$ cat src/design/hslci_pkg.sv
package hslci_pkg;

    localparam int FRAC_BITS = 16;
    localparam int FX_W      = FRAC_BITS + 1;
    localparam int V_W       = FX_W + 1;
    localparam int C_W       = V_W + 1;
    localparam int HO_W      = FX_W + 2;
    localparam int OP_W      = 11;
    localparam int LANES     = 6;
    localparam int DIV_STAGES = FRAC_BITS + 1;
    localparam int CHANNELS  = 3;

    localparam logic [FX_W-1:0] ONE_FX        = {1'b1, {FRAC_BITS{1'b0}}};
    localparam logic [FX_W-1:0] HALF_FX       = FX_W'(1 << (FRAC_BITS - 1));
    localparam logic [FX_W-1:0] THIRD_FX      = FX_W'((1 << FRAC_BITS) / 3);
    localparam logic [FX_W-1:0] TWO_THIRDS_FX = FX_W'((2 << FRAC_BITS) / 3);
    localparam logic [7:0]      CH_MAX        = 8'd255;
    localparam logic [OP_W-1:0] L_DIVISOR     = OP_W'(510);
    localparam logic [15:0]     L_RECIP       = 16'h8081;
    localparam int              L_RECIP_SHIFT = 23;

    localparam int LANE_SA = 0;
    localparam int LANE_LA = 1;
    localparam int LANE_HA = 2;
    localparam int LANE_SB = 3;
    localparam int LANE_LB = 4;
    localparam int LANE_HB = 5;

    localparam int CH_RED   = 0;
    localparam int CH_GREEN = 1;
    localparam int CH_BLUE  = 2;

    typedef struct packed {
        logic [OP_W-1:0] num;
        logic [OP_W-1:0] den;
    } div_op_t;

    typedef struct packed {
        logic [FX_W-1:0] h;
        logic [FX_W-1:0] s;
        logic [FX_W-1:0] l;
    } hsl_t;

endpackage

$ cat src/design/hslci_mix.sv
module hslci_mix
    import hslci_pkg::*;
(
    input  logic            aclk,
    input  logic            aresetn,
    input  logic            en,
    input  logic            in_valid,
    input  logic [FX_W-1:0] in_q [LANES],
    input  logic [FX_W-1:0] in_t,
    output logic            out_valid,
    output hsl_t            out_hsl
);

    localparam int P_W  = 2 * FX_W;
    localparam int PH_W = HO_W + FX_W;

    logic              valid1_reg, valid2_reg;
    logic [P_W-1:0]    ps1_reg, ps2_reg, pl1_reg, pl2_reg;
    logic [PH_W-1:0]   ph1_reg, ph2_reg;
    hsl_t              hsl_reg;
    logic [FX_W-1:0]   tn;
    logic [FX_W-1:0]   dh;
    logic [HO_W-1:0]   ha, hb;
    logic [PH_W:0]     hsum;
    logic [HO_W-1:0]   hoff;
    logic [HO_W-1:0]   hw;
    hsl_t              hsl_next;

    always_comb begin
        tn = ONE_FX - in_t;
        dh = (in_q[LANE_HA] > in_q[LANE_HB]) ? in_q[LANE_HA] - in_q[LANE_HB]
                                             : in_q[LANE_HB] - in_q[LANE_HA];
        ha = HO_W'(in_q[LANE_HA]) + HO_W'(ONE_FX);
        if (dh > HALF_FX) begin
            hb = (in_q[LANE_HA] > in_q[LANE_HB])
                 ? HO_W'(in_q[LANE_HB]) + {1'b0, ONE_FX, 1'b0}
                 : HO_W'(in_q[LANE_HB]);
        end else begin
            hb = HO_W'(in_q[LANE_HB]) + HO_W'(ONE_FX);
        end
    end

    always_comb begin
        hsum = {1'b0, ph1_reg} + {1'b0, ph2_reg};
        hoff = hsum[FRAC_BITS +: HO_W];
        if (hoff < HO_W'(ONE_FX)) begin
            hw = hoff;
        end else if (hoff - HO_W'(ONE_FX) > HO_W'(ONE_FX)) begin
            hw = hoff - {1'b0, ONE_FX, 1'b0};
        end else begin
            hw = hoff - HO_W'(ONE_FX);
        end
        hsl_next.h = hw[FX_W-1:0];
        hsl_next.s = FX_W'((ps1_reg + ps2_reg) >> FRAC_BITS);
        hsl_next.l = FX_W'((pl1_reg + pl2_reg) >> FRAC_BITS);
    end

    always_ff @(posedge aclk) begin
        if (!aresetn) begin
            valid1_reg <= 1'b0;
            valid2_reg <= 1'b0;
        end else if (en) begin
            valid1_reg <= in_valid;
            valid2_reg <= valid1_reg;
        end
    end

    always_ff @(posedge aclk) begin
        if (en) begin
            ps1_reg <= in_q[LANE_SA] * tn;
            ps2_reg <= in_q[LANE_SB] * in_t;
            pl1_reg <= in_q[LANE_LA] * tn;
            pl2_reg <= in_q[LANE_LB] * in_t;
            ph1_reg <= ha * tn;
            ph2_reg <= hb * in_t;
            hsl_reg <= hsl_next;
        end
    end

    assign out_valid = valid2_reg;
    assign out_hsl   = hsl_reg;

endmodule

$ cat config.mk
export PLATFORM = sky130hd
export DESIGN_NAME = hslci_mix
export DESIGN_NICKNAME = d
export VERILOG_FILES = /design/src/design/hslci_pkg.sv /design/src/design/hslci_mix.sv
export SDC_FILE = /design/constraint.sdc
export NUM_CORES = 2
export LEC_CHECK = 0
export CORE_MARGIN = 2
export CORE_UTILIZATION = 25
export CTS_BUF_LIST = sky130_fd_sc_hd__clkbuf_8 sky130_fd_sc_hd__clkbuf_16
export CTS_CLUSTER_SIZE = 24
export DETAILED_ROUTE_END_ITERATION = 6
export DONT_BUFFER_PORTS = 1
export GPL_ROUTABILITY_DRIVEN = 0
export GPL_TIMING_DRIVEN = 1
export PLACE_DENSITY = 0.35
export RECOVER_POWER = 50
export SLEW_MARGIN = 20
export SYNTH_ARGS = -nofsm -noshare
export SYNTH_HDL_FRONTEND = slang
export SYNTH_SLANG_ARGS = --single-unit
$ cat constraint.sdc
create_clock -name aclk -period 15.45 [get_ports aclk]
set_input_delay 3.09 -clock aclk [delete_from_list [all_inputs] [get_ports aclk]]
set_output_delay 3.09 -clock aclk [all_outputs]
set_load 0.005 [all_outputs]
-- Yosys cells after proc, flatten, opt, wreduce, memory -nomap -nowiden
Cells that the tools add are included.
- magnitude comparators: 4
- add/subtract/negate cells: 11
- muxes and demuxes: 5
- multiply operators: 6
- operators with widths (cell ; count):
    $mul 17x17->33 ; 4
    $add 33x33->33 ; 2
    $mux 17 ; 3
    $mux 19 ; 2
    $add 17x17->18 const B ; 2
    $add 35x35->35 ; 1
    $mul 18x17->35 ; 1
    $mul 19x17->35 ; 1
    $sub 17x17->17 ; 2
    $add 17x18->19 const B ; 1
    $gt 19x17->1 const B ; 1
    $lt 19x17->1 const B ; 1
    $sub 19x17->19 const B ; 1
    $gt 17x16->1 const B ; 1
    $gt 17x17->1 ; 1
    $sub 17x1->17 const B ; 1
    $sub 17x17->17 const A ; 1
- logic and storage cells: 37
- register bits after elaboration: 255

-- Longest topological paths before layout
- word-level depth: 5
- gate-level depth with buffers: 42
- gate-level depth less buffers: 37

-- Least setup slack after synthesis
Ideal clock, no wire load.
- path type: input to register
- start point: input in_q[10] in the netlist's numbering
- end point: register ph2_reg[34], data pin
- buffers on the path: 6
- library setup time: 0.260 ns
- required time: 15.190 ns
- cell stages on the path: 41
- setup slack: 3.052 ns
- data arrival time: 12.138 ns
- cells stage by stage: clkbuf_1 -> clkbuf_1 -> inv_1 -> ha_1 -> buf_2 -> a21o_1 -> a21o_1 -> a211oi_1 -> a211o_1 -> buf_4 -> buf_6 -> mux2i_1 -> xnor2_1 -> nor4_1 -> nand4_1 -> o41ai_4 -> buf_6 -> mux2_1 -> [5 not listed] -> fa_1 -> inv_1 -> fa_1 -> inv_1 -> fa_1 -> inv_1 -> ha_1 -> a21o_1 -> a21o_1 -> a21o_1 -> a21o_1 -> a21o_1 -> a221o_1 -> a21oi_1 -> o21ai_0 -> a21o_1 -> a21oi_1 -> xnor2_1
- cells in the longest elaborated chain, start to end: 5
- elaborated cells on any way between the ends: 10
- those cells by class: add/sub (4); mul (1); order compare (2); mux (3)
- ends and longest elaborated chain (what ; RTL line ; text):
    from (decl) ; hslci_mix.sv:8 ; input logic [FX_W-1:0] in_q [LANES],
    $sub 17x17->17, or another cell as far along ; hslci_mix.sv:32 ; : in_q[LANE_HB] - in_q[LANE_HA];
    $mux 17 ; hslci_mix.sv:31 ; dh = (in_q[LANE_HA] > in_q[LANE_HB]) ? in_q[LANE_HA] - in_q[LANE_HB]
    $gt 17x16->1 ; hslci_mix.sv:34 ; if (dh > HALF_FX) begin
    $mux 19 (*) ; hslci_mix.sv:34 ;
    $mul 19x17->35 (*) ; hslci_mix.sv:75 ; ph2_reg <= hb * in_t;
    to (signal assigned) ; hslci_mix.sv:75 ;
    to (decl) ; hslci_mix.sv:19 ; logic [PH_W-1:0] ph1_reg, ph2_reg;
Every way passes the cells marked *; elsewhere a longest branch is shown, timed or not.
A chain may end at the register's enable or synchronous reset.

-- Final worst setup path
- start point: input in_q[16] in the netlist's numbering
- end point: register ph2_reg[34], data pin
Same word-level chain as after synthesis.

==> flow_summary.yaml <==
status:
  outcome: "completed"
sta:
  worstMarginPinSlew_ns: 1.07
  fin_skew_ns: 0.0326
  relSlewSlack: 0.285
  hold_viol: 0
  rsz0062_at_grt: "no"
  setup_viol: 0
  max_freq_mhz: 78.1
  fin_tns_setup_ns: 0
  whs_ns: 0.525
  fin_crit_ns: 12.81
  post-route-period-util: 0.829
  drv_slew: 0
synthesis:
  synth.most_common_cell: "inv_1"
  synthArstFlopShare: 0
  synth_top_family_by_area: "adder cells"
  synth_top_area_frac: 0.394
  synth-seq-cells: 255
  synth_fa_ha_area_frac: 0.531
  yosysTopAreaCell: "fa_1"
  synthFlopType: "edfxtp_1"
  syn_inst: 7603
  avgSynthCellArea_um2: 9.16
  seq_area_frac_synth: 0.110
  synth-simple-area-share: 0.153
  yosys.area_share.xor_xnor: 0.0308
  synth_common_cells: "inv_1, fa_1, nand2_1, ha_1, and2_1"
  syn-cell-area_um2: 69600
  synth_compound_area_frac: 0.0582
  synth.distinct_cells: 82
  yosys-top-cells-area: "fa_1, ha_1, edfxtp_1, inv_1, nand2_1"
  yosysWarnings: 0
  synth_edf_count: 253
  synth.mux.area_fraction: 0.00866
clock_tree:
  clock_path_buffers: 3
  path_clk_slew_ns: 0.06
  cts-root-buf: "clkbuf_16"
  numCtsBuffers: 36
  insertion_delay_ns: 0.61
  h-tree-depth: 2
  cts_resized: 0
  clock_sinks: 255
  cts_tree: "built"
  hold_buffers: 0
  post-cts-setup-buffers: 0
hold_path:
  hold_depth: 2
  hold_end: "valid1_reg"
  min_path_type: "reg -> reg"
  min_from: "valid1_reg"
route:
  postRouteAntennaNets: 0
  num_vias: 48817
  wl_um: 222000
  initialDrtViolationCount: 2147
  first_pass_iters: 5
  viasPerCell: 4.41
  wl_per_cell_um: 20.1
  remaining_drc_errors: 0
grt:
  grt_pass1_vias: 55005
  antenna_found_initial: 9
  grt_use_total: 0.161
  grt.overflow.total: 0
  grt_max_degree: 256
  grt_pass1_wl_um: 347000
floorplanning:
  rows: 193
  die_y_um: 532
  io_pins: 175
  coreArea_um2: 277000
  start_util: 0.252
  die-area_um2: 283000
  chipWidth_um: 532
critical_path:
  end_kind: "flop"
  r2r-start: "ph1_reg[10]"
  critPathArrivalTime_ns: 13.15
  worst-path-max-fanout: 18
  cpPeakStageDelay_ns: 0.72
  r2r_setup_slack_ns: 9.78
  crit_family: "compound AO/OA/AOI/OAI gates"
  startpoint: "in_q[16]"
  critPathKind: "in -> reg"
  slowest_stage: "a211o_1"
  critPathBufInv: 6
  reg2reg_depth: 16
  critical_path_required_ns: 15.79
  worst_setup_path_start_kind: "input pin"
  reg2reg_to: "out_hsl[50]"
place:
  hpwl_um: 169000
  portBuffers: 0
cells_and_area:
  multi_input_area_um2: 54600
  drive_above_1_share: 0.0185
  largest_register_ffs: 51
  regArea_um2: 7640
  fillCellCount: 29837
  layout.nets: 9575
  syn_to_final_growth_pct: 7.09
run:
  drv_cap: 0
## cell families (layout without fill, tap and decap cells)
| group | after synthesis | count (layout) |
|---|---|---|
| adders and majority gates | 2132 | 2132 |
| other | 2 | 9 |
| buffers and inverters | 1999 | 1742 |
| xor gates and xnor gates | 245 | 245 |
| DFF | 255 | 255 |
| AOI/OAI and AO/OA | 615 | 615 |
| muxes | 58 | 58 |
| and+or+nand+nor | 2297 | 2297 |
## through the flow
step / std cells / setup slack (ns) / utilization / cell area, µm²
finish: 11058 / 2.64 / 0.269 / 74600
global route: 11052 / 2.09 / 0.269 / 74500
detailed placement: 10987 / 2.00 / 0.265 / 73300
floorplan: 7604 / 3.05 / - / 69600
global placement: 10987 / 2.04 / 0.265 / 73300
CTS: 11052 / 2.65 / 0.269 / 74500
## worst reg2reg max path, cell delays in order (launching register included)
cell and delay (ns):
edfxtp_1 0.46, ha_1 0.43, a21oi_1 0.54, nand2b_1 0.11, a21o_1 0.26, o21a_1 0.27, o21ai_0 0.53, o31ai_1 0.23
o41ai_1 0.69, xnor2_1 0.23, ha_1 0.19, o2111ai_1 0.12, or4_1 0.46, nor4_1 0.18, nor4bb_1 0.34, o21bai_1 0.09
mux2_2 0.26
## per-layer routing
metal,GRT usage,share of wire,vias up
li1,-,-,22468
met1,0.199,0.42,25435
met2,0.298,0.52,733
met3,0.0160,0.032,181
met4,0.0332,0.025,0
met5,0,0,-
## cell type report
cell class	instances	share of cell area
well taps	3705	0.0622
clock buffers	36	0.0121
diodes	6	0.000201
flip-flops and latches	255	0.102
repair buffers	34	0.00342
multi-input cells	5350	0.732
inverters	1643	0.0827
clock inverters	29	0.00445
## worst max path at each step
stage | end | depth (start not counted)
global route | ph2_reg[34] | 35
detailed placement | ph2_reg[34] | 35
floorplan | ph2_reg[34] | 41
global placement | ph2_reg[34] | 37
finish | ph2_reg[34] | 35
CTS | ph2_reg[34] | 35
## cells in the final DEF, fill, tap and decap left out, types with 66 or more instances in the layout
master,n
inv_1,1648
xor2_1,66
edfxtp_1,253
o21ai_0,96
and2_1,559
ha_1,760
xnor2_1,164
nand2_1,1307
nor2_1,152
fa_1,1371
a21o_1,94
a21oi_1,185
Power is left out: the tool's default activity adds up to more than one toggle a clock period on the data nets, which glitch-free logic cannot reach.
