**src/design/hslci_pkg.sv**
```systemverilog
package hslci_pkg;

    localparam int FRAC_BITS = 16;
    localparam int FX_W      = FRAC_BITS + 1;
    localparam int V_W       = FX_W + 1;
    localparam int C_W       = V_W + 1;
    localparam int HO_W      = FX_W + 2;
    localparam int OP_W      = 11;
    localparam int LANES     = 6;
    localparam int DIV_STAGES = FRAC_BITS + 1;
    localparam int CHANNELS  = 3;

    localparam logic [FX_W-1:0] ONE_FX        = {1'b1, {FRAC_BITS{1'b0}}};
    localparam logic [FX_W-1:0] HALF_FX       = FX_W'(1 << (FRAC_BITS - 1));
    localparam logic [FX_W-1:0] THIRD_FX      = FX_W'((1 << FRAC_BITS) / 3);
    localparam logic [FX_W-1:0] TWO_THIRDS_FX = FX_W'((2 << FRAC_BITS) / 3);
    localparam logic [7:0]      CH_MAX        = 8'd255;
    localparam logic [OP_W-1:0] L_DIVISOR     = OP_W'(510);
    localparam logic [15:0]     L_RECIP       = 16'h8081;
    localparam int              L_RECIP_SHIFT = 23;

    localparam int LANE_SA = 0;
    localparam int LANE_LA = 1;
    localparam int LANE_HA = 2;
    localparam int LANE_SB = 3;
    localparam int LANE_LB = 4;
    localparam int LANE_HB = 5;

    localparam int CH_RED   = 0;
    localparam int CH_GREEN = 1;
    localparam int CH_BLUE  = 2;

    typedef struct packed {
        logic [OP_W-1:0] num;
        logic [OP_W-1:0] den;
    } div_op_t;

    typedef struct packed {
        logic [FX_W-1:0] h;
        logic [FX_W-1:0] s;
        logic [FX_W-1:0] l;
    } hsl_t;

endpackage

```
**src/design/hslci_div.sv**
```systemverilog
module hslci_div
    import hslci_pkg::*;
(
    input  logic            aclk,
    input  logic            aresetn,
    input  logic            en,
    input  logic            in_valid,
    input  div_op_t         in_op [LANES],
    input  logic [FX_W-1:0] in_t,
    output logic            out_valid,
    output logic [FX_W-1:0] out_q [LANES],
    output logic [FX_W-1:0] out_t
);

    logic            valid_reg [DIV_STAGES];
    logic [FX_W-1:0] t_reg     [DIV_STAGES];
    logic [OP_W-1:0] den_reg   [DIV_STAGES][LANES];
    logic [OP_W-1:0] rem_reg   [DIV_STAGES][LANES];
    logic [FX_W-1:0] q_reg     [DIV_STAGES][LANES];
    logic [OP_W-1:0] den_next  [DIV_STAGES][LANES];
    logic [OP_W-1:0] rem_next  [DIV_STAGES][LANES];
    logic [FX_W-1:0] q_next    [DIV_STAGES][LANES];

    always_comb begin
        logic [OP_W:0]   cur;
        logic [OP_W-1:0] dd;
        logic [FX_W-1:0] qp;
        logic [15:0]     ly;
        logic [31:0]     lp;
        for (int k = 0; k < DIV_STAGES; k++) begin
            for (int l = 0; l < LANES; l++) begin
                if (k == 0) begin
                    cur = {1'b0, in_op[l].num};
                    dd  = in_op[l].den;
                    qp  = '0;
                end else begin
                    cur = {rem_reg[k-1][l], 1'b0};
                    dd  = den_reg[k-1][l];
                    qp  = q_reg[k-1][l];
                end
                ly = {in_op[l].num[8:0], 7'b0};
                lp = ly * L_RECIP;
                den_next[k][l] = dd;
                if (l == LANE_LA || l == LANE_LB) begin
                    rem_next[k][l] = '0;
                    if (k == 0) begin
                        q_next[k][l] = FX_W'(ly) + FX_W'(lp[31:L_RECIP_SHIFT]);
                    end else begin
                        q_next[k][l] = qp;
                    end
                end else if (cur >= {1'b0, dd}) begin
                    rem_next[k][l] = OP_W'(cur - {1'b0, dd});
                    q_next[k][l]   = {qp[FX_W-2:0], 1'b1};
                end else begin
                    rem_next[k][l] = cur[OP_W-1:0];
                    q_next[k][l]   = {qp[FX_W-2:0], 1'b0};
                end
            end
        end
    end

    always_ff @(posedge aclk) begin
        if (!aresetn) begin
            for (int k = 0; k < DIV_STAGES; k++) valid_reg[k] <= 1'b0;
        end else if (en) begin
            valid_reg[0] <= in_valid;
            for (int k = 1; k < DIV_STAGES; k++) valid_reg[k] <= valid_reg[k-1];
        end
    end

    always_ff @(posedge aclk) begin
        if (en) begin
            den_reg <= den_next;
            rem_reg <= rem_next;
            q_reg   <= q_next;
            t_reg[0] <= in_t;
            for (int k = 1; k < DIV_STAGES; k++) t_reg[k] <= t_reg[k-1];
        end
    end

    assign out_valid = valid_reg[DIV_STAGES-1];
    assign out_q     = q_reg[DIV_STAGES-1];
    assign out_t     = t_reg[DIV_STAGES-1];

endmodule

```
**config.mk**
```make
export PLATFORM = sky130hd
export DESIGN_NAME = hslci_div
export DESIGN_NICKNAME = d
export VERILOG_FILES = /design/src/design/hslci_pkg.sv /design/src/design/hslci_div.sv
export SDC_FILE = /design/constraint.sdc
export NUM_CORES = 2
export LEC_CHECK = 0
export BUFFER_PORTS_ARGS = -buffer_cell sky130_fd_sc_hd__buf_2
export CAP_MARGIN = 20
export CORE_UTILIZATION = 52
export DETAILED_ROUTE_END_ITERATION = 8
export PLACE_DENSITY = 0.69
export SLEW_MARGIN = 20
export SYNTH_ARGS = -nofsm -noshare
export SYNTH_HDL_FRONTEND = slang
export SYNTH_SLANG_ARGS = --single-unit
```
**constraint.sdc**
```tcl
create_clock -name aclk -period 4.3 [get_ports aclk]
set_clock_uncertainty 0.1 [all_clocks]
set_input_delay 0.645 -clock aclk [delete_from_list [all_inputs] [get_ports aclk]]
set_output_delay 0.645 -clock aclk [all_outputs]
set_load 0.02 [all_outputs]
```
## Word-level counts from Yosys, hierarchy flattened

Memories as Yosys holds them, arrays and structs flattened.
Cells that the tools add are included.

- Flip-flop bits (word level): 2598
- Memory bits (writable): 306
- Bits of input ports: 153
- Output and inout port bits: 120
- Word-level logic and storage cells: 599
- Memories: 2

- Add/subtract/negate cells: 66
- Multiply operators: 2
- $lt $le $gt $ge: 68
- Mux-type cells: 154
- Bitwise logic cells: 17

Memory list:

| memory | words | bits a word | rd ports | clocked after memory_dff | write ports | line | text |
|---|---|---|---|---|---|---|---|
| t_reg | 17 | 17 | 17 | 0 | 17 | hslci_div.sv:16 | `logic [FX_W-1:0] t_reg [DIV_STAGES];` |
| valid_reg | 17 | 1 | 17 | 0 | 17 | hslci_div.sv:15 | `logic valid_reg [DIV_STAGES];` |

Operators by type and width:

| cell | count |
|---|---|
| 12-bit by 11-bit greater-or-equal comparator with 1-bit output | 64 |
| 11-bit two-way mux | 64 |
| 11-bit subtractor | 64 |
| 1-bit two-way mux | 90 |
| 9-bit by 16-bit multiplier with 25-bit output, second input constant | 2 |
| 11-bit greater-or-equal comparator | 4 |
| 16-bit by 9-bit adder with 17-bit output | 2 |
| 1-bit OR | 17 |

## Longest topological paths before layout

- Depth in word-level cells: 4
- Depth in mapped cells: 14
- Depth with buffers taken out: 14

## Worst setup path before layout

No wires, ideal clock.

- Path kind: input port to flip-flop
- Start point: in in_op[34] (netlist name)
- End point: reg q_reg (netlist bit q_next[1562]) (data pin)
- Library setup time: 0.258 ns
- Arrival: 3.168 ns
- Data required time: 3.942 ns
- Setup slack: 0.774 ns
- Stages: 14
- Buffers on the path: 0
- Cells stage by stage: ha_1 > ha_1 > ha_1 > and3_1 > a31o_2 > and4_1 > nand2b_1 > nand2_1 > xnor2_1 > ha_1 > fa_1 > nand3_1 > or3_1 > xnor2_1

RTL lines:

| what | line | text |
|---|---|---|
| start, declared | hslci_div.sv:8 | `input div_op_t in_op [LANES],` |
| end signal, assigned | hslci_div.sv:75 | `q_reg <= q_next;` |
| end, declared | hslci_div.sv:19 | `logic [FX_W-1:0] q_reg [DIV_STAGES][LANES];` |

==> metrics.txt <==
status complete, no violations; Post-synth EDFFs between 2000 and 3000; Tightest Pin Transition 907 ps; core box area between 200000 and 300000 sq um; vias per cell between 5 and 6; clock tree root buffer cell clkbuf_16; Vert. Die Dim approximately 500 um; VDD IR-drop max 588 uV; Synth Flop Type edfxtp_1; Setup CP Type primary input to flip-flop; leakage dissipation 57.1 nW; Cells after Synth 9325; DP Wirelength roughly 160000 um; async set-reset flop share out of synthesis 0; # clock sinks approximately 2900; RSZ-0062 raised after global routing no; Starting Density 0.525; Overall Power 97.3 mW; area of the multi-input gates 40600 sq um; final cycle utilization of the critical path 0.827; Netlist cell types 63; Avg Inst Size Synth 14.2 sq um; Achievable Freq ~280 MHz; Placed Area 138000 sq um; Post CTS Setup Buffer Count 0; r2r startpoint den_next[891]; Avg WL per Cell ~17 um; Crit. End Element flip-flop; Clock Path Buffers 4; First DRT Iteration DRCs around 4500; max cap viols 0; Reg2Reg Depth 7; Final ANT Viol Nets 0; crit path DAT ~4100 ps; FF-to-FF End rem_reg[897]; routability cong. just over 0.9; Cells after DPL roughly 13000; Area Growth Syn to Fin 12.4%; crit path capture q_next[1562]; final critical-path required period 3560 ps; CTS buffer count between 300 and 400; nets about 11000; fillcell total roughly 19000; Max Slew Vio Count 0; endpoints failing hold 0; number of global-route vias before repair between 70000 and 80000; Slew headroom 0.395; first-pass GRT wire length 369000 um; Rows around 180; DRT Wirelength between 200000 and 250000 um; Ports 273; number of remaining DRC errors 0; via count roughly 73000; die area between 200000 and 300000 sq um; Syn. warnings 0; HP Start in_op[40]; Hold Path Class primary input to flip-flop; grt total ovfl 0; crit start category primary input; H-tree Lvls 5; sequential element share of the synthesized area 0.659; Crit Path Max Fanout 4; Overall Global Routing Usage 0.175; most used cell, CP ha_1; setup TNS 0 ps; Yosys reg bits ~2900; Mapped Nets roughly 10000; initial antenna violation count 2; Initial DRT Pass Iterations 7; Worst Setup SP in_op[34]; crit-path cells dlygate4sd3_1 -> buf_2 -> ha_1 -> ha_1 -> ha_1 -> and3_1 -> a31o_2 -> and4_1 -> nand2b_1 -> nand2_1 -> xnor2_1 -> ha_1 -> fa_1 -> nand3_1 -> or3_1 -> xnor2_1; PortBufs between 200 and 250; CTS clk-pin slew, worst paths 60 ps; Clock Latency Late Sink about 930 ps; R2R setup slack between 1000 and 1500 ps; Finished Cell Area roughly 150000 sq um; CTS tree yes; PostCTS Resize Cnt 0; PD cells around 650 nW/um^2; FF+latch area 87200 sq um; max incr delay on CP around 540 ps; setup violators final 0; chip width 506 um; proportion of layout cells with a drive suffix above 1 0.124; Crit-path slowest cell dlygate4sd3_1; worst path required time between 4000 and 5000 ps; WHS approximately 64 ps; cell area after synthesis roughly 130000 sq um; Finished Layout Cells about 13000; largest net degree at the start of global routing around 170
-- layout by cell type, fill, tap and decap left out, drive strengths merged, types with 42 or more instances in the layout --
| cell | netlist | routed |
|---|---|---|
| clkinv | 0 | 113 |
| buf | 94 | 312 |
| mux2i | 98 | 98 |
| fa | 66 | 66 |
| o21a | 155 | 155 |
| mux2 | 499 | 499 |
| nor2b | 137 | 137 |
| o21bai | 78 | 78 |
| dlygate4sd3 | 0 | 120 |
| ha | 760 | 760 |
| a21oi | 620 | 620 |
| inv | 941 | 952 |
| nand2b | 89 | 89 |
| nor2 | 653 | 653 |
| nor3 | 65 | 65 |
| o21ai | 280 | 280 |
| a21o | 161 | 161 |
| a211oi | 145 | 145 |
| clkbuf | 107 | 376 |
| edfxtp | 2904 | 2904 |
| xnor2 | 318 | 318 |
| nand4 | 70 | 70 |
| o211ai | 61 | 61 |
| nand3 | 95 | 95 |
| nand2 | 322 | 322 |
| xor2 | 99 | 99 |
| a31oi | 65 | 65 |
| o31a | 65 | 65 |
| o2111ai | 42 | 42 |
-- through the flow --
stage	worst slack, ps	util
finish	744	0.590
detailed placement	330	0.546
global placement	323	0.546
CTS	777	0.590
global route	564	0.590
floorplan	774	-
-- how the worst min path moves through the flow --
stage | to | cells past startpoint
finish | q_next[1553] | 2
global route | q_next[1553] | 2
CTS | q_next[1557] | 2
detailed placement | out_q[4] | 0
global placement | t_reg[0][217] | 0
floorplan | out_q[100] | 0
-- report_power, final --
| group | switching [mW] | leakage (nW) | internal (mW) |
|---|---|---|---|
| clock | 10.3 | 4.79 | 15.3 |
| sequential | 2.48 | 28.4 | 38.1 |
| combinational | 16.5 | 23.9 | 14.5 |
-- cell families (layout without fill, tap and decap cells) --
kind of cell,after synthesis,in the layout,share of synthesized area
flops,2904,2904,0.659
compound gates,1862,1862,0.0916
simple gates,1577,1577,0.0560
buf+inv,1142,1917,0.0338
fa+ha+maj,826,826,0.0819
mux,597,597,0.0499
xor+xnor,417,417,0.0276
other cells,0,1,0
-- final cells by class --
type,count,area share
clock buffer,376,0.0550
sequential,2904,0.586
multi-input combinational,5279,0.273
clock inverter,168,0.0113
inverter,941,0.0238
timing repair buffer,432,0.0220
antenna,1,0.0000168
tap,3348,0.0282
-- what timing repair did --
item / in CTS / in global routing
endpoints found under the setup margin: 0 / 0
endpoints found under the hold margin: 123 / 0
hold buffers: 120 / 0
-- cell usage after synthesis, types with 11 or more instances --
| library cell | number | area, sq um |
|---|---|---|
| xnor2_1 | 318 | 2790 |
| or3_1 | 18 | 113 |
| o2111ai_1 | 42 | 368 |
| fa_1 | 66 | 1320 |
| nand2_1 | 322 | 1210 |
| o211ai_1 | 61 | 458 |
| inv_1 | 941 | 3530 |
| nand3b_1 | 13 | 97.6 |
| xor2_1 | 99 | 867 |
| buf_4 | 29 | 218 |
| a31oi_1 | 65 | 407 |
| nor2_1 | 653 | 2450 |
| ha_1 | 760 | 9510 |
| nor2b_1 | 137 | 857 |
| a311o_1 | 11 | 110 |
| nand2b_1 | 89 | 557 |
| and3_1 | 29 | 181 |
| edfxtp_1 | 2904 | 87200 |
| nand4_1 | 70 | 438 |
| mux2i_1 | 98 | 981 |
| and2_1 | 12 | 75.1 |
| nor3b_1 | 36 | 270 |
| buf_2 | 65 | 325 |
| o31ai_1 | 20 | 150 |
| mux2_1 | 15 | 169 |
| mux2_2 | 484 | 5450 |
| nand3_1 | 95 | 475 |
| a21o_1 | 161 | 1210 |
| o21ai_0 | 269 | 1350 |
| o221ai_1 | 37 | 324 |
| a2111oi_0 | 11 | 96.3 |
| and4_1 | 14 | 123 |
| o21bai_1 | 78 | 586 |
| clkbuf_1 | 107 | 402 |
| a21oi_1 | 614 | 3070 |
| o21a_1 | 155 | 1160 |
| nand4b_1 | 14 | 123 |
| o31a_1 | 65 | 569 |
| nor3_1 | 65 | 325 |
| a211oi_1 | 145 | 1090 |
| o311ai_0 | 38 | 333 |
-- worst max-delay path, delay by kind of cell --
family                   cells  cell delay (ps)
buffers and inverters        2              710
AND/OR/NAND/NOR              6             1200
AO/OA/AOI/OAI                1              240
XOR/XNOR                     2              270
adder cells (fa/ha/maj)      5             1070
-- per-layer routing --
metal,GRT usage,wire (um)
met1,0.217,98500
met2,0.309,113000
met3,0.0238,7160
met4,0.0717,8770
met5,0,0
Power figures use the tool's default switching activity.
