`src/design/hslci_pkg.sv`:
```
package hslci_pkg;

    localparam int FRAC_BITS = 16;
    localparam int FX_W      = FRAC_BITS + 1;
    localparam int V_W       = FX_W + 1;
    localparam int C_W       = V_W + 1;
    localparam int HO_W      = FX_W + 2;
    localparam int OP_W      = 11;
    localparam int LANES     = 6;
    localparam int DIV_STAGES = FRAC_BITS + 1;
    localparam int CHANNELS  = 3;

    localparam logic [FX_W-1:0] ONE_FX        = {1'b1, {FRAC_BITS{1'b0}}};
    localparam logic [FX_W-1:0] HALF_FX       = FX_W'(1 << (FRAC_BITS - 1));
    localparam logic [FX_W-1:0] THIRD_FX      = FX_W'((1 << FRAC_BITS) / 3);
    localparam logic [FX_W-1:0] TWO_THIRDS_FX = FX_W'((2 << FRAC_BITS) / 3);
    localparam logic [7:0]      CH_MAX        = 8'd255;
    localparam logic [OP_W-1:0] L_DIVISOR     = OP_W'(510);
    localparam logic [15:0]     L_RECIP       = 16'h8081;
    localparam int              L_RECIP_SHIFT = 23;

    localparam int LANE_SA = 0;
    localparam int LANE_LA = 1;
    localparam int LANE_HA = 2;
    localparam int LANE_SB = 3;
    localparam int LANE_LB = 4;
    localparam int LANE_HB = 5;

    localparam int CH_RED   = 0;
    localparam int CH_GREEN = 1;
    localparam int CH_BLUE  = 2;

    typedef struct packed {
        logic [OP_W-1:0] num;
        logic [OP_W-1:0] den;
    } div_op_t;

    typedef struct packed {
        logic [FX_W-1:0] h;
        logic [FX_W-1:0] s;
        logic [FX_W-1:0] l;
    } hsl_t;

endpackage

```
`src/design/hslci_analyze.sv`:
```
module hslci_analyze
    import hslci_pkg::*;
(
    input  logic            aclk,
    input  logic            aresetn,
    input  logic            en,
    input  logic            in_valid,
    input  logic [23:0]     color_a,
    input  logic [23:0]     color_b,
    input  logic [16:0]     blend,
    output logic            out_valid,
    output div_op_t         out_op [LANES],
    output logic [FX_W-1:0] out_t
);

    logic            valid_reg;
    div_op_t         op_reg [LANES];
    logic [FX_W-1:0] t_reg;
    div_op_t         op_next [LANES];
    logic [FX_W-1:0] t_next;

    always_comb begin
        logic [23:0]       col;
        logic [7:0]        r, g, b, mx, mn, d;
        logic [8:0]        sum, sumsel;
        logic [OP_W-1:0]   d6;
        logic signed [11:0] n;
        for (int c = 0; c < 2; c++) begin
            col = (c == 0) ? color_a : color_b;
            r = col[23:16];
            g = col[15:8];
            b = col[7:0];
            mx = r;
            mn = r;
            if (g > mx) mx = g;
            if (b > mx) mx = b;
            if (g < mn) mn = g;
            if (b < mn) mn = b;
            d = mx - mn;
            sum = {1'b0, mx} + {1'b0, mn};
            sumsel = (sum < 9'd255) ? sum : 9'd510 - sum;
            d6 = OP_W'({d, 2'b00}) + OP_W'({d, 1'b0});
            n = $signed({4'b0, g}) - $signed({4'b0, b});
            if (mx == g) n = $signed({3'b0, d, 1'b0}) + $signed({4'b0, b}) - $signed({4'b0, r});
            if (mx == b) n = $signed({2'b0, d, 2'b0}) + $signed({4'b0, r}) - $signed({4'b0, g});
            if (n < 0) n = n + $signed({1'b0, d6});
            op_next[c*3 + LANE_LA].num = OP_W'(sum);
            op_next[c*3 + LANE_LA].den = L_DIVISOR;
            if (d == 8'd0) begin
                op_next[c*3 + LANE_SA].num = '0;
                op_next[c*3 + LANE_SA].den = OP_W'(1);
                op_next[c*3 + LANE_HA].num = '0;
                op_next[c*3 + LANE_HA].den = OP_W'(1);
            end else begin
                op_next[c*3 + LANE_SA].num = OP_W'(d);
                op_next[c*3 + LANE_SA].den = OP_W'(sumsel);
                op_next[c*3 + LANE_HA].num = n[OP_W-1:0];
                op_next[c*3 + LANE_HA].den = d6;
            end
        end
        t_next = (blend > 17'(ONE_FX)) ? ONE_FX : FX_W'(blend);
    end

    always_ff @(posedge aclk) begin
        if (!aresetn) begin
            valid_reg <= 1'b0;
        end else if (en) begin
            valid_reg <= in_valid;
        end
    end

    always_ff @(posedge aclk) begin
        if (en) begin
            op_reg <= op_next;
            t_reg  <= t_next;
        end
    end

    assign out_valid = valid_reg;
    assign out_op    = op_reg;
    assign out_t     = t_reg;

endmodule

```
`config.mk`:
```
export PLATFORM = sky130hd
export DESIGN_NAME = hslci_analyze
export DESIGN_NICKNAME = d
export VERILOG_FILES = /design/src/design/hslci_pkg.sv /design/src/design/hslci_analyze.sv
export SDC_FILE = /design/constraint.sdc
export NUM_CORES = 1
export LEC_CHECK = 0
export ABC_AREA = 1
export BUFFER_PORTS_ARGS = -buffer_cell sky130_fd_sc_hd__buf_4
export CORE_MARGIN = 2
export CORE_UTILIZATION = 59
export CTS_BUF_LIST = sky130_fd_sc_hd__clkbuf_4 sky130_fd_sc_hd__clkbuf_8 sky130_fd_sc_hd__clkbuf_16
export DETAILED_ROUTE_END_ITERATION = 8
export PLACE_DENSITY = 0.94
export SYNTH_ARGS = -nofsm -noshare
export SYNTH_HDL_FRONTEND = slang
export SYNTH_SLANG_ARGS = --single-unit
export TNS_END_PERCENT = 100
```
`constraint.sdc`:
```
create_clock -name aclk -period 8.9 [get_ports aclk]
set_clock_uncertainty 0.2 [all_clocks]
set_input_delay 0.89 -clock aclk [delete_from_list [all_inputs] [get_ports aclk]]
set_output_delay 0.89 -clock aclk [all_outputs]
set_load 0.1 [all_outputs]
```
# == Yosys cells after proc, flatten, opt, wreduce, memory -nomap -nowiden ==
# Cells that the tools add are included.
# totals
mem_count,0
mem_bits_ro,0
latchBits,0
ramBits,0
register_bits,124
# classes
n_eq_ne,4
magnitude_cmp,13
n_shift,0
n_mul,0
n_bitwise,0
n_div,0
mux,16
n_reduce_logical,2
addsub,20
# ops
op,n
8-bit 2-to-1 mux,8
12-bit 2-to-1 mux,4
8-bit equality test,4
8-bit > comparator,4
8-bit < comparator,4
"12-bit by 1-bit < comparator with 1-bit output, second input constant",2
11-bit by 8-bit subtractor with 12-bit output,2
10-bit by 8-bit adder with 11-bit output,2
10-bit by 9-bit adder with 11-bit output,2
11-bit adder,2
11-bit 2-to-1 mux,2
10-bit by 8-bit subtractor with 11-bit output,2
9-bit by 8-bit adder with 10-bit output,2
8-bit by 8-bit adder with 9-bit output,2
"9-bit by 8-bit < comparator with 1-bit output, second input constant",2
9-bit 2-to-1 mux,2
8-bit by 8-bit subtractor with 9-bit output,2
"9-bit subtractor, first input constant",2
"17-bit > comparator, second input constant",1
8-bit zero test,2
8-bit subtractor,2

# == Longest topological paths before layout ==
# depth
ltp_word,11
depth_mapped,61

# == Worst setup path after synthesis ==
# Ideal clock, no wire load.
# synth_path
path_kind,input port to flip-flop
startpoint,input color_b[15]
endpoint,"register op_reg, in the netlist out_op[21] (data pin)"
slack_ns,0.911
arrival_time_ns,7.539
path_stages,48
setup_ns,0.250
t_required_ns,8.450
cell_sequence,inv_1 ha_1 nand2_1 nor2_1 nand2_1 nand2_4 buf_2 clkbuf_1 nand2_1 o21ai_0 inv_1 ha_1 a21oi_1 nor2_1 a211oi_1 nand2_1 buf_2 a21oi_1 (+12 left out) nand2_1 nand2_1 a21oi_1 xnor2_1 o211ai_1 nand2_1 ha_1 inv_1 nor4_1 nand2_1 o311ai_0 a31oi_1 nand3_1 nand2_1 inv_1 nand4_1 nand2_1 nor2_1
# synth_via
elab_chain_len,11
word_cells_on_any_way,23
# synth_rtl
item,line_no,rtl
from (decl),hslci_analyze.sv:9,"input logic [23:0] color_b,"
8-bit > comparator or 8-bit < comparator (tied branches),"hslci_analyze.sv:35, hslci_analyze.sv:37",
"8-bit 2-to-1 mux, on equally long branches","hslci_analyze.sv:35, hslci_analyze.sv:37",
8-bit > comparator or 8-bit < comparator (tied branches),"hslci_analyze.sv:36, hslci_analyze.sv:38",
"8-bit 2-to-1 mux, on equally long branches","hslci_analyze.sv:36, hslci_analyze.sv:38",
8-bit subtractor,hslci_analyze.sv:39,d = mx - mn;
9-bit by 8-bit adder with 10-bit output,hslci_analyze.sv:44,"if (mx == g) n = $signed({3'b0, d, 1'b0}) + $signed({4'b0, b}) - $signed({4'b0, r});"
10-bit by 8-bit subtractor with 11-bit output,hslci_analyze.sv:44,
12-bit 2-to-1 mux,hslci_analyze.sv:44,
12-bit 2-to-1 mux,hslci_analyze.sv:45,"if (mx == b) n = $signed({2'b0, d, 2'b0}) + $signed({4'b0, r}) - $signed({4'b0, g});"
11-bit adder or 12-bit by 1-bit < comparator with 1-bit output (tied branches),hslci_analyze.sv:46,"if (n < 0) n = n + $signed({1'b0, d6});"
11-bit 2-to-1 mux,hslci_analyze.sv:46,
to (signal assigned),hslci_analyze.sv:74,op_reg <= op_next;
to (decl),hslci_analyze.sv:17,div_op_t op_reg [LANES];
# Several ways; a longest one is shown, not always the timed one.
# A chain may end at the register's enable or synchronous reset.

# == Final worst setup path ==
# Same ends and word-level chain as after synthesis.

==> results.py <==
metrics = {
    "flow_run": {
        "drv_cap": 0,
    },
    "clocking": {
        "tritoncts": "built",
        "root_buffer": "clkbuf_16",
        "ctsHtreeMaxLevel": 3,
        "clock-sinks": 112,
        "worstSkewPairLatency_ns": 0.37,
        "numCtsBuffers": 9,
        "cts.clk_slew.worst_paths_ns": 0.09,
        "clock_path_buffers": 2,
    },
    "timing": {
        "rsz0062_at_grt": "false",
        "hold_viol": 0,
        "timing.final.crit_share": 0.945,
        "finalSetupViolations": 0,
        "min_period_ns": 8.41,
        "slew_headroom": 0.246,
        "slew_violations": 0,
        "worst_pin_slew_ns": 1.13,
        "finalSetupTns_ns": 0,
        "max_freq_ghz": 0.119,
    },
    "outcome": {
        "status": "finished clean",
    },
    "synth": {
        "synth_enable_flop_cells": 111,
        "synthCells": 1831,
        "async_reset_ff_frac": 0,
        "netlist_top_cells_count": "nand2_1, inv_1, ha_1",
        "ys_warn_count": 0,
        "synth.distinct_cells": 49,
        "synth_fa_ha_area_frac": 0.232,
        "synth-seq-area-share": 0.246,
        "synth_top_area_cell": "edfxtp_1",
        "synth_compound_area_frac": 0.0993,
        "synth-xor-area-share": 0.0455,
        "muxShareOfSynthArea": 0,
        "syn_area_per_cell_um2": 7.44,
        "syn-cell-area_um2": 13600,
        "yosys.area_share.simple": 0.251,
        "yosysMostFrequentCell": "nand2_1",
        "synth_top_family_by_area": "simple AND/OR/NAND/NOR gates",
        "synth_flop_cell": "edfxtp_1",
        "synth_top_cells_by_area": "edfxtp_1, ha_1, nand2_1, inv_1, fa_1",
        "ys_ff_latch": 112,
        "synth_top_area_share": 0.245,
    },
    "worst_setup_path": {
        "crit_path_frequent_cell": "nand2_1",
        "slowest_delay_ns": 0.50,
        "cp.required_ns": 8.83,
        "critical_path_class": "in -> reg",
        "crit_family": "simple AND/OR/NAND/NOR gates",
        "timing.critical_path.from_type": "input pin",
        "endpoint_kind": "register",
        "cpMaxStageDelayCell": "fa_1",
        "critical_path_arrival_ns": 8.34,
        "critPathBufInv": 8,
        "cp_max_fo": 28,
    },
    "detailed_routing": {
        "viasPerCell": 5.79,
        "route.detailed.drc": 0,
        "met3_length_um": 4150,
        "dr.first_iter.drc_count": 1324,
        "num_vias": 13500,
        "ant_nets": 0,
        "dr.pass1.iters": 6,
        "post_drt_wl_per_cell_um": 17.8,
        "wl_um": 41600,
        "m1WireLength_um": 16000,
        "met2_length_um": 19300,
        "maxUsedRoutingLayer": "met5",
    },
    "die": {
        "io_pins": 219,
        "dieArea_um2": 24300,
        "start_util": 0.601,
        "die_w_um": 156,
        "die_h_um": 156,
        "std_cell_rows": 55,
        "coreArea_um2": 22600,
    },
    "layout": {
        "n_fill_cell": 1731,
        "fin_util": 0.697,
        "multi_input_area_um2": 8750,
        "area_growth_pct": 15.8,
        "drive_gt1_frac": 0.155,
        "fin_nets": 2338,
        "regArea_um2": 3350,
    },
    "global_route": {
        "antenna_found_initial": 0,
        "grt_pass1_wl_um": 64600,
        "grt_overflow_total": 0,
        "track_usage": 0.335,
        "grt_max_degree": 67,
        "grt_pass1_vias": 12900,
    },
    "hold_path": {
        "holdCritPathClass": "reg -> reg",
    },
    "place": {
        "port_buffers": 182,
        "routabilityCongestion": 1.03,
        "dp_hpwl_um": 33600,
    },
}
-- path summary, 6_finish.rpt --
| check | cells past startpoint | startpoint | to | slack, ns |
|---|---|---|---|---|
| min | 2 | out_valid | out_valid | 0.40 |
| max reg2reg | 2 | out_valid | out_valid | 7.98 |
| max | 50 | color_b[15] | out_op[21] | 0.49 |
| min reg2reg | 2 | out_valid | out_valid | 0.40 |
-- cell usage in the layout (no fill, tap or decap), drive strengths merged, types with 2 or more instances in the layout --
cell / synthesis / final
or2: 8 / 8
nor3: 18 / 18
nor4: 3 / 3
fa: 40 / 40
nand4: 16 / 16
conb: 2 / 36
o2111ai: 4 / 4
a21boi: 2 / 2
a31oi: 3 / 3
and2: 3 / 3
o21bai: 19 / 19
nor2: 156 / 156
xor2: 58 / 58
edfxtp: 111 / 111
o21a: 2 / 2
ha: 188 / 188
clkinv: 1 / 4
nand3: 160 / 160
inv: 325 / 328
o21ai: 84 / 84
xnor2: 11 / 11
a21o: 4 / 4
o31ai: 4 / 4
nand2: 408 / 408
clkbuf: 8 / 9
buf: 62 / 235
a211oi: 3 / 3
nand3b: 7 / 7
a21oi: 112 / 112
o211ai: 5 / 5
-- sequential cells by signal, summed over array words and instances, names as in the netlist --
name,cells
out_t,17
out_op,94
out_valid,1
-- worst register-to-register path: cells and delay by family (launching register included) --
kind,cells,cell delay (ns)
AOI/OAI and AO/OA,2,0.26
DFF,1,0.32
-- per-layer routing --
metal	global-route usage	up-vias
met4	0.150	2
met1	0.419	6160
met5	0	-
met3	0.0558	191
li1	-	6262
met2	0.570	881
-- metrics by stage --
| step | std cells | instance area, um^2 | worst slack, ns | hold slack, ns |
|---|---|---|---|---|
| after floorplan | 1865 | 13700 | 0.911 | 0.783 |
| after global placement | 2312 | 15400 | 0.107 | 0.323 |
| after detailed placement | 2312 | 15400 | -0.0904 | 0.394 |
| after CTS | 2328 | 15700 | 0.269 | 0.407 |
| after global routing | 2331 | 15800 | 0.00531 | 0.424 |
| final | 2332 | 15800 | 0.493 | 0.405 |
-- cell families (layout without fill, tap and decap cells) --
group                    after synthesis  in the layout
XOR/XNOR                              69             69
AND/OR/NAND/NOR                      780            780
flip-flops                           112            112
other                                  2             37
AO/OA/AOI/OAI                        244            244
buffers and inverters                396            577
adder cells (fa/ha/maj)              228            228
-- cell type report --
cell class              instances  share of cell area
well taps                     285              0.0226
inverters                     326              0.0781
clock inverters                 7             0.00563
flip-flops and latches        112               0.213
diodes                          1            0.000159
repair buffers                235               0.112
multi-input cells            1357               0.555
clock buffers                   9              0.0143
-- what timing repair did --
action / in CTS / in global routing
resized for setup: 0 / 14
buffers inserted: 0 / 3
hold buffers: 0 / 0
setup endpoints to repair: 0 / 4
Power is left out: the tool's default activity adds up to more than one toggle a clock period on the data nets, which glitch-free logic cannot reach.
