==> config.mk <==
export PLATFORM = sky130hd
export DESIGN_NAME = hslci_to_rgb
export DESIGN_NICKNAME = d
export VERILOG_FILES = /design/src/design/hslci_pkg.sv /design/src/design/hslci_to_rgb.sv
export SDC_FILE = /design/constraint.sdc
export NUM_CORES = 2
export LEC_CHECK = 0
export BUFFER_PORTS_ARGS = -buffer_cell sky130_fd_sc_hd__buf_4
export CORE_ASPECT_RATIO = 0.7
export CORE_MARGIN = 3
export CORE_UTILIZATION = 50
export CTS_CLUSTER_DIAMETER = 60
export CTS_CLUSTER_SIZE = 16
export DETAILED_ROUTE_END_ITERATION = 7
export PLACE_DENSITY = 0.65
export SETUP_SLACK_MARGIN = 0.3
export SLEW_MARGIN = 20
export SYNTH_ARGS = -nofsm -noshare
export SYNTH_HDL_FRONTEND = slang
export SYNTH_SLANG_ARGS = --single-unit
==> constraint.sdc <==
create_clock -name aclk -period 7.8 [get_ports aclk]
set_input_delay 0.39 -clock aclk [delete_from_list [all_inputs] [get_ports aclk]]
set_output_delay 0.39 -clock aclk [all_outputs]
set_load 0.02 [all_outputs]
==> src/design/hslci_pkg.sv <==
package hslci_pkg;

    localparam int FRAC_BITS = 16;
    localparam int FX_W      = FRAC_BITS + 1;
    localparam int V_W       = FX_W + 1;
    localparam int C_W       = V_W + 1;
    localparam int HO_W      = FX_W + 2;
    localparam int OP_W      = 11;
    localparam int LANES     = 6;
    localparam int DIV_STAGES = FRAC_BITS + 1;
    localparam int CHANNELS  = 3;

    localparam logic [FX_W-1:0] ONE_FX        = {1'b1, {FRAC_BITS{1'b0}}};
    localparam logic [FX_W-1:0] HALF_FX       = FX_W'(1 << (FRAC_BITS - 1));
    localparam logic [FX_W-1:0] THIRD_FX      = FX_W'((1 << FRAC_BITS) / 3);
    localparam logic [FX_W-1:0] TWO_THIRDS_FX = FX_W'((2 << FRAC_BITS) / 3);
    localparam logic [7:0]      CH_MAX        = 8'd255;
    localparam logic [OP_W-1:0] L_DIVISOR     = OP_W'(510);
    localparam logic [15:0]     L_RECIP       = 16'h8081;
    localparam int              L_RECIP_SHIFT = 23;

    localparam int LANE_SA = 0;
    localparam int LANE_LA = 1;
    localparam int LANE_HA = 2;
    localparam int LANE_SB = 3;
    localparam int LANE_LB = 4;
    localparam int LANE_HB = 5;

    localparam int CH_RED   = 0;
    localparam int CH_GREEN = 1;
    localparam int CH_BLUE  = 2;

    typedef struct packed {
        logic [OP_W-1:0] num;
        logic [OP_W-1:0] den;
    } div_op_t;

    typedef struct packed {
        logic [FX_W-1:0] h;
        logic [FX_W-1:0] s;
        logic [FX_W-1:0] l;
    } hsl_t;

endpackage

==> src/design/hslci_to_rgb.sv <==
module hslci_to_rgb
    import hslci_pkg::*;
(
    input  logic         aclk,
    input  logic         aresetn,
    input  logic         en,
    input  logic         in_valid,
    input  hsl_t         in_hsl,
    output logic         out_valid,
    output logic [23:0]  out_color
);

    localparam int P_W  = 2 * FX_W;
    localparam int K_W  = V_W + FX_W;
    localparam int B_W  = C_W + 8;

    logic [5:0]        valid_reg;
    logic [P_W-1:0]    p_reg;
    hsl_t              hsl1_reg;
    logic [V_W-1:0]    v1_reg, v2_reg;
    logic [FX_W-1:0]   hc_reg   [CHANNELS];
    logic [V_W-1:0]    span_reg;
    logic [FX_W-1:0]   k_reg    [CHANNELS];
    logic [V_W-1:0]    base_reg [CHANNELS];
    logic [V_W-1:0]    base4_reg [CHANNELS];
    logic [K_W-1:0]    prod_reg [CHANNELS];
    logic [C_W-1:0]    c_reg    [CHANNELS];
    logic [23:0]       color_reg;

    logic [V_W-1:0]    phi, v2_next, v1_next;
    logic signed [V_W:0] v1s;
    logic [FX_W-1:0]   hc_next  [CHANNELS];
    logic [FX_W-1:0]   k_next   [CHANNELS];
    logic [V_W-1:0]    base_next [CHANNELS];
    logic [C_W-1:0]    c_next   [CHANNELS];
    logic [23:0]       color_next;

    always_comb begin
        logic [FX_W:0] hr;
        phi = p_reg[FRAC_BITS +: V_W];
        if (hsl1_reg.l < HALF_FX) begin
            v2_next = V_W'(hsl1_reg.l) + phi;
        end else begin
            v2_next = V_W'(hsl1_reg.l) + V_W'(hsl1_reg.s) - phi;
        end
        v1s = $signed({1'b0, hsl1_reg.l, 1'b0}) - $signed({1'b0, v2_next});
        v1_next = (v1s < 0) ? '0 : v1s[V_W-1:0];
        if (v2_next < v1_next) v2_next = v1_next;
        hr = {1'b0, hsl1_reg.h} + {1'b0, THIRD_FX};
        hc_next[CH_RED] = (hr > {1'b0, ONE_FX}) ? FX_W'(hr - {1'b0, ONE_FX}) : hr[FX_W-1:0];
        hc_next[CH_GREEN] = hsl1_reg.h;
        hc_next[CH_BLUE] = (hsl1_reg.h >= THIRD_FX) ? hsl1_reg.h - THIRD_FX
                                                     : hsl1_reg.h + ONE_FX - THIRD_FX;
    end

    always_comb begin
        logic [FX_W+2:0] h6, h3, h2, kk;
        for (int c = 0; c < CHANNELS; c++) begin
            h6 = (FX_W+3)'(hc_reg[c]) * (FX_W+3)'(6);
            h3 = (FX_W+3)'(hc_reg[c]) * (FX_W+3)'(3);
            h2 = (FX_W+3)'(hc_reg[c]) * (FX_W+3)'(2);
            kk = ((FX_W+3)'(TWO_THIRDS_FX) - (FX_W+3)'(hc_reg[c])) * (FX_W+3)'(6);
            if (h6 < (FX_W+3)'(ONE_FX)) begin
                k_next[c]    = h6[FX_W-1:0];
                base_next[c] = v1_reg;
            end else if (h2 < (FX_W+3)'(ONE_FX)) begin
                k_next[c]    = '0;
                base_next[c] = v2_reg;
            end else if (h3 < (FX_W+3)'({ONE_FX, 1'b0})) begin
                k_next[c]    = kk[FX_W-1:0];
                base_next[c] = v1_reg;
            end else begin
                k_next[c]    = '0;
                base_next[c] = v1_reg;
            end
        end
    end

    always_comb begin
        logic [B_W-1:0] sc;
        logic [B_W-FRAC_BITS-1:0] by;
        color_next = '0;
        for (int c = 0; c < CHANNELS; c++) begin
            c_next[c] = C_W'(base4_reg[c]) + C_W'(prod_reg[c] >> FRAC_BITS);
            sc = B_W'(c_reg[c]) * B_W'(CH_MAX);
            by = sc[B_W-1:FRAC_BITS];
            color_next[(2-c)*8 +: 8] = (by > (B_W-FRAC_BITS)'(CH_MAX)) ? CH_MAX : by[7:0];
        end
    end

    always_ff @(posedge aclk) begin
        if (!aresetn) begin
            valid_reg <= '0;
        end else if (en) begin
            valid_reg <= {valid_reg[4:0], in_valid};
        end
    end

    always_ff @(posedge aclk) begin
        if (en) begin
            p_reg     <= in_hsl.s * in_hsl.l;
            hsl1_reg  <= in_hsl;
            v1_reg    <= v1_next;
            v2_reg    <= v2_next;
            hc_reg    <= hc_next;
            span_reg  <= v2_reg - v1_reg;
            k_reg     <= k_next;
            base_reg  <= base_next;
            base4_reg <= base_reg;
            for (int c = 0; c < CHANNELS; c++) begin
                prod_reg[c] <= span_reg * k_reg[c];
            end
            c_reg     <= c_next;
            color_reg <= color_next;
        end
    end

    assign out_valid = valid_reg[5];
    assign out_color = color_reg;

endmodule

After elaboration in Yosys (flattened, before gate mapping)
Memories as Yosys holds them, arrays and structs flattened.
Cells that the tools add are included.
Widths: inputs -> output; s select.
- mux-type cells: 22
- multipliers: 16
- order comparisons: 17
- $add $sub $neg: 16
- reductions and logical operators: 3
- operators by type and width (kind ; count):
    $mux 17 ; 11
    $mux 18 ; 9
    $mul 17x2->19 const B ; 6
    $mul 18x17->35 ; 3
    $mul 19x8->27 const B ; 3
    $lt 20x17->1 const B ; 3
    $mul 20x2->16 const B ; 3
    $add 18x19->19 ; 3
    $lt 19x18->1 const B ; 3
    $lt 18x17->1 const B ; 3
    $sub 16x17->18 const A ; 3
    $sub 18x18->18 ; 2
    $mul 17x17->34 ; 1
    $sub 17x15->17 const B ; 2
    $gt 11x8->1 const B ; 3
    $lt 19x1->1 const B ; 1
    $sub 18x18->19 ; 1
    $add 17x15->18 const B ; 1
    $add 17x17->18 ; 1
    $add 17x18->18 ; 1
    $gt 18x17->1 const B ; 1
    $lt 18x18->1 ; 1
    $add 17x17->17 const B ; 1
    $ge 17x15->1 const B ; 1
    other kinds (4) ; 7
- logic and storage cells: 104
- flip-flop bits (word level): 436
- output and inout port bits: 25
- bits of input ports: 55
- memories: 1
- bits in writable memories: 105
- memories (name ; words ; bits a word ; rd ports ; clocked after Yosys merged registers in ; write ports ; RTL line ; RTL):
    prod_reg ; 3 ; 35 ; 3 ; 0 ; 3 ; hslci_to_rgb.sv:26 ; logic [K_W-1:0] prod_reg [CHANNELS];

Logic depth before layout (Yosys ltp)
- depth after elaboration: 8
- gate-level depth with buffers: 35
- mapped depth without buffers: 33

Worst setup path after synthesis
Ideal clock, no wire load.
- kind: reg2reg
- start: reg k_reg[39] in the netlist's numbering
- end: mem prod_reg[0][34] in the netlist's numbering (data pin)
- arrival time: 6.425 ns
- setup slack: 1.115 ns
- path buffers: 2
- clock period less this slack: 6.685 ns
- cell stages (with the launch flop): 26
- cells stage by stage: edfxtp_1 clkbuf_1 clkbuf_1 nand2_1 fa_1 inv_1 fa_1 inv_1 fa_1 inv_1 fa_1 inv_1 fa_1 inv_1 fa_1 ha_1 a211o_1 a2111oi_0 a21oi_1 o211ai_1 o21ai_1 a221oi_1 o31ai_1 a21oi_1 o21bai_1 xnor2_1
- RTL lines (element ; RTL line ; RTL):
    start, declared ; hslci_to_rgb.sv:23 ; logic [FX_W-1:0] k_reg [CHANNELS];
    start signal, assigned ; hslci_to_rgb.sv:107 ; k_reg <= k_next;
    end, declared ; hslci_to_rgb.sv:26 ;

==> impl_results.md <==
- Synth Instances: between 7,000 and 8,000
- Starting DRT DRC Count: 3,900
- GRT Total Usage: 0.2356
- Distinct cell type count after synthesis: 87
- Rows: 117
- Die height: 326.8 um
- Count of final setup violators: 0
- Slowest stage delay, CP: 0.58 ns
- Top-area cell type share of the netlist area: 0.3175
- Area share of xor/xnor cells in the synthesized design: 0.03848
- Number of buffers created by CTS: 50
- Slew headroom: 0.3230
- Largest family of logic cells by synthesized area: adder cells
- Clk slew on worst S/H paths: 0.07 ns
- CP Class: flop to flop
- Slowest cell on the critical path: fa_1
- Vias: 50,097
- Core area: 145,700 um2
- RSZ-0062 raised after global routing: no
- Most used cell, CP: fa_1
- Top Family by Delay on Critical Path: adder cells
- Area growth, synth to finish: 6.873%
- I/O pins: 80
- Vias in the first global route: a little over 50,000
- CTS sink count: 473
- Most common cell after layout, fill and taps aside: inv_1
- Fin crit share: 0.9171
- Synth warn: 0
- Busiest grt layer: met1
- WL per Instance: 18.56 um
- ANT nets after route: 0
- Top_reg_cell synth: edfxtp_1
- CTS tree: built
- Most frequent cells in the layout: inv_1 (1,627), fa_1 (1,166), ha_1 (902), nand2_1 (846), edfxtp_1 (467)
- Synth Cell Area: roughly 74,000 um2
- Grt ovf: 0
- Layout cells sized above 1: 0.05048
- Chip Width: 464.3 um
- Remaining DRCs: 0
- Clock Latency Late Sink: about 0.65 ns
- Synth Area in Compound Gates: 0.07146
- Post-DP HPWL: 141,700 um
- Hold WC Path Type: input pin to flop
- Post-synthesis sequential area ratio: 0.1924
- Worst-Margin Slew: 1.016 ns
- Max Root-Sink Buffers: 3
- Leading area contributor after synthesis: fa_1
- Initial Util: 0.5048
- Average instance area after synthesis: 9.886 um2
- EDFF count, synth: 467
- Final GP Congestion: 0.9157
- First-pass DRT Iterations: 6
- Largest net degree at the start of global routing: 151
- DIE AREA: 151,800 um2
- Fmax: 0.1398 GHz
- CP Capture Type: flop
- Final setup skew: 0.03762 ns
- Period minus WS final: 7.153 ns
- IO Port Bufs: 79
- Via density: 5.297
- Antenna violations before repair: 10
- Arrival time worst endpoint: approximately 7.6 ns
- Slew Viols, Final: 0
- Outcome: completed
- Final net count: around 9,600
- Synth Area in Adders: 0.4710
- Detailed-route wire length: 175,600 um
- Synthesized flop and latch total: 473
- Clock Root Buffer: clkbuf_16
- Fin. Hold Viols: 0
- Area contributors post-synth: fa_1 (32%), edfxtp_1 (19%), ha_1 (15%)
- Required @ worst endpoint: 8.20 ns
- Startpoint types: flop
- Post-synthesis mux area share: 0.01281
- Simple-Gate Fraction of Synth Area: 0.1176
- Crit Path Max Fanout: 48
- CP bufs+invs: 8
- Routing usage on met1: 0.3698
- Max Cap Violations: 0
- M2 GR Usage: 0.3279
- Post-Syn Nets: between 9,000 and 10,000
- CTS H-tree depth: 2
- Met3 GRT Util: 0.06171
- Asr flop ratio synth: 0
- TNS Setup: 0 ns
- Global-route wire length before repair: about 280,000 um
metrics by stage:
step / setup WS (ns) / cells / utilization / hold slack, ns / instance area [um2]
floorplan: 1.115 / 7437 / - / 0.4003 / 73530
global placement: 0.3424 / 9321 / 0.5245 / 0.4031 / 76400
detailed placement: 0.2146 / 9321 / 0.5245 / 0.4045 / 76400
CTS: 0.3284 / 9431 / 0.5380 / 0.1105 / 78360
global route: 0.2662 / 9456 / 0.5394 / 0.1268 / 78570
finish: 0.6467 / 9458 / 0.5395 / 0.1594 / 78580
layout make-up:
| class | count | area (um2) |
|---|---|---|
| fill | 12793 | 67080 |
| multi-input combinational | 5088 | 52360 |
| sequential | 473 | 14140 |
| inverter | 1627 | 6107 |
| tap | 1963 | 2456 |
| timing repair buffer | 218 | 1795 |
| clock buffer | 50 | 1251 |
| clock inverter | 32 | 446.7 |
| antenna | 7 | 17.52 |
repair_timing:
action	in CTS	in global routing
buffers inserted	9	20
hold endpoints to repair	23	0
gates resized for setup	1	11
setup endpoints to repair	3	28
pin swaps	0	0
hold buffers	19	0
worst register-to-register path: stages (launching register included):
cell and delay (ns):
edfxtp_1 0.38, buf_12 0.30, nand2_1 0.16, fa_1 0.51, inv_1 0.05, fa_1 0.53
inv_1 0.05, fa_1 0.51, inv_1 0.07, fa_1 0.58, inv_1 0.07, fa_1 0.48
inv_1 0.05, fa_1 0.44, ha_1 0.30, nand4_1 0.14, nor2_1 0.25, o221ai_2 0.21
a31oi_2 0.32, o31ai_1 0.13, buf_4 0.16, o31ai_1 0.27, buf_4 0.18, a32o_1 0.24
o41a_1 0.25, and4_1 0.22, nor3_1 0.05
routing by layer:
layer	vias to the layer above	wire, um
li1	23388	-
met1	24805	84680
met2	1729	70440
met3	171	17580
met4	4	2847
met5	-	27
cells by family after synthesis:
logic type      after synthesis
simple gates               1813
compound gates              800
xor+xnor                    323
mux                          84
flops                       473
buf+inv                    1876
fa+ha+maj                  2068
cell usage after synthesis (10+ instances only):
| master | instances |
|---|---|
| nor2b_1 | 52 |
| o22ai_1 | 41 |
| o211ai_1 | 20 |
| nor3_1 | 71 |
| a21boi_0 | 10 |
| xnor2_1 | 225 |
| nand4_1 | 23 |
| fa_1 | 1166 |
| a211o_1 | 16 |
| and2_1 | 423 |
| a21oi_1 | 225 |
| nand2b_1 | 41 |
| o31ai_1 | 17 |
| a21o_1 | 94 |
| or3_1 | 17 |
| xor2_1 | 98 |
| and3_1 | 28 |
| mux2_2 | 45 |
| o21bai_1 | 34 |
| clkbuf_1 | 237 |
| nand3_1 | 48 |
| o21a_1 | 63 |
| a211oi_1 | 22 |
| edfxtp_1 | 467 |
| mux2i_1 | 30 |
| inv_1 | 1627 |
| a2111oi_0 | 12 |
| nor2_1 | 209 |
| o21ai_0 | 127 |
| ha_1 | 902 |
| a31oi_1 | 28 |
| nand2_1 | 846 |
worst paths after layout:
kind,slack [ns],cells past startpoint,start,to
worst min register to register,0.41,0,base_reg[47]$_DFFE_PP_,base4_reg[47]$_DFFE_PP_
worst max-delay path,0.65,26,span_reg[11]$_DFFE_PP_,prod_reg[0][104]$_DFFE_PP_
worst min-delay path,0.16,1,in_hsl[16],hsl1_reg[16]$_DFFE_PP_
worst max register to register,0.65,26,span_reg[11]$_DFFE_PP_,prod_reg[0][104]$_DFFE_PP_
Power is not shown: default switching activity piles up to over one toggle a cycle in this logic, so the estimate is an artifact.
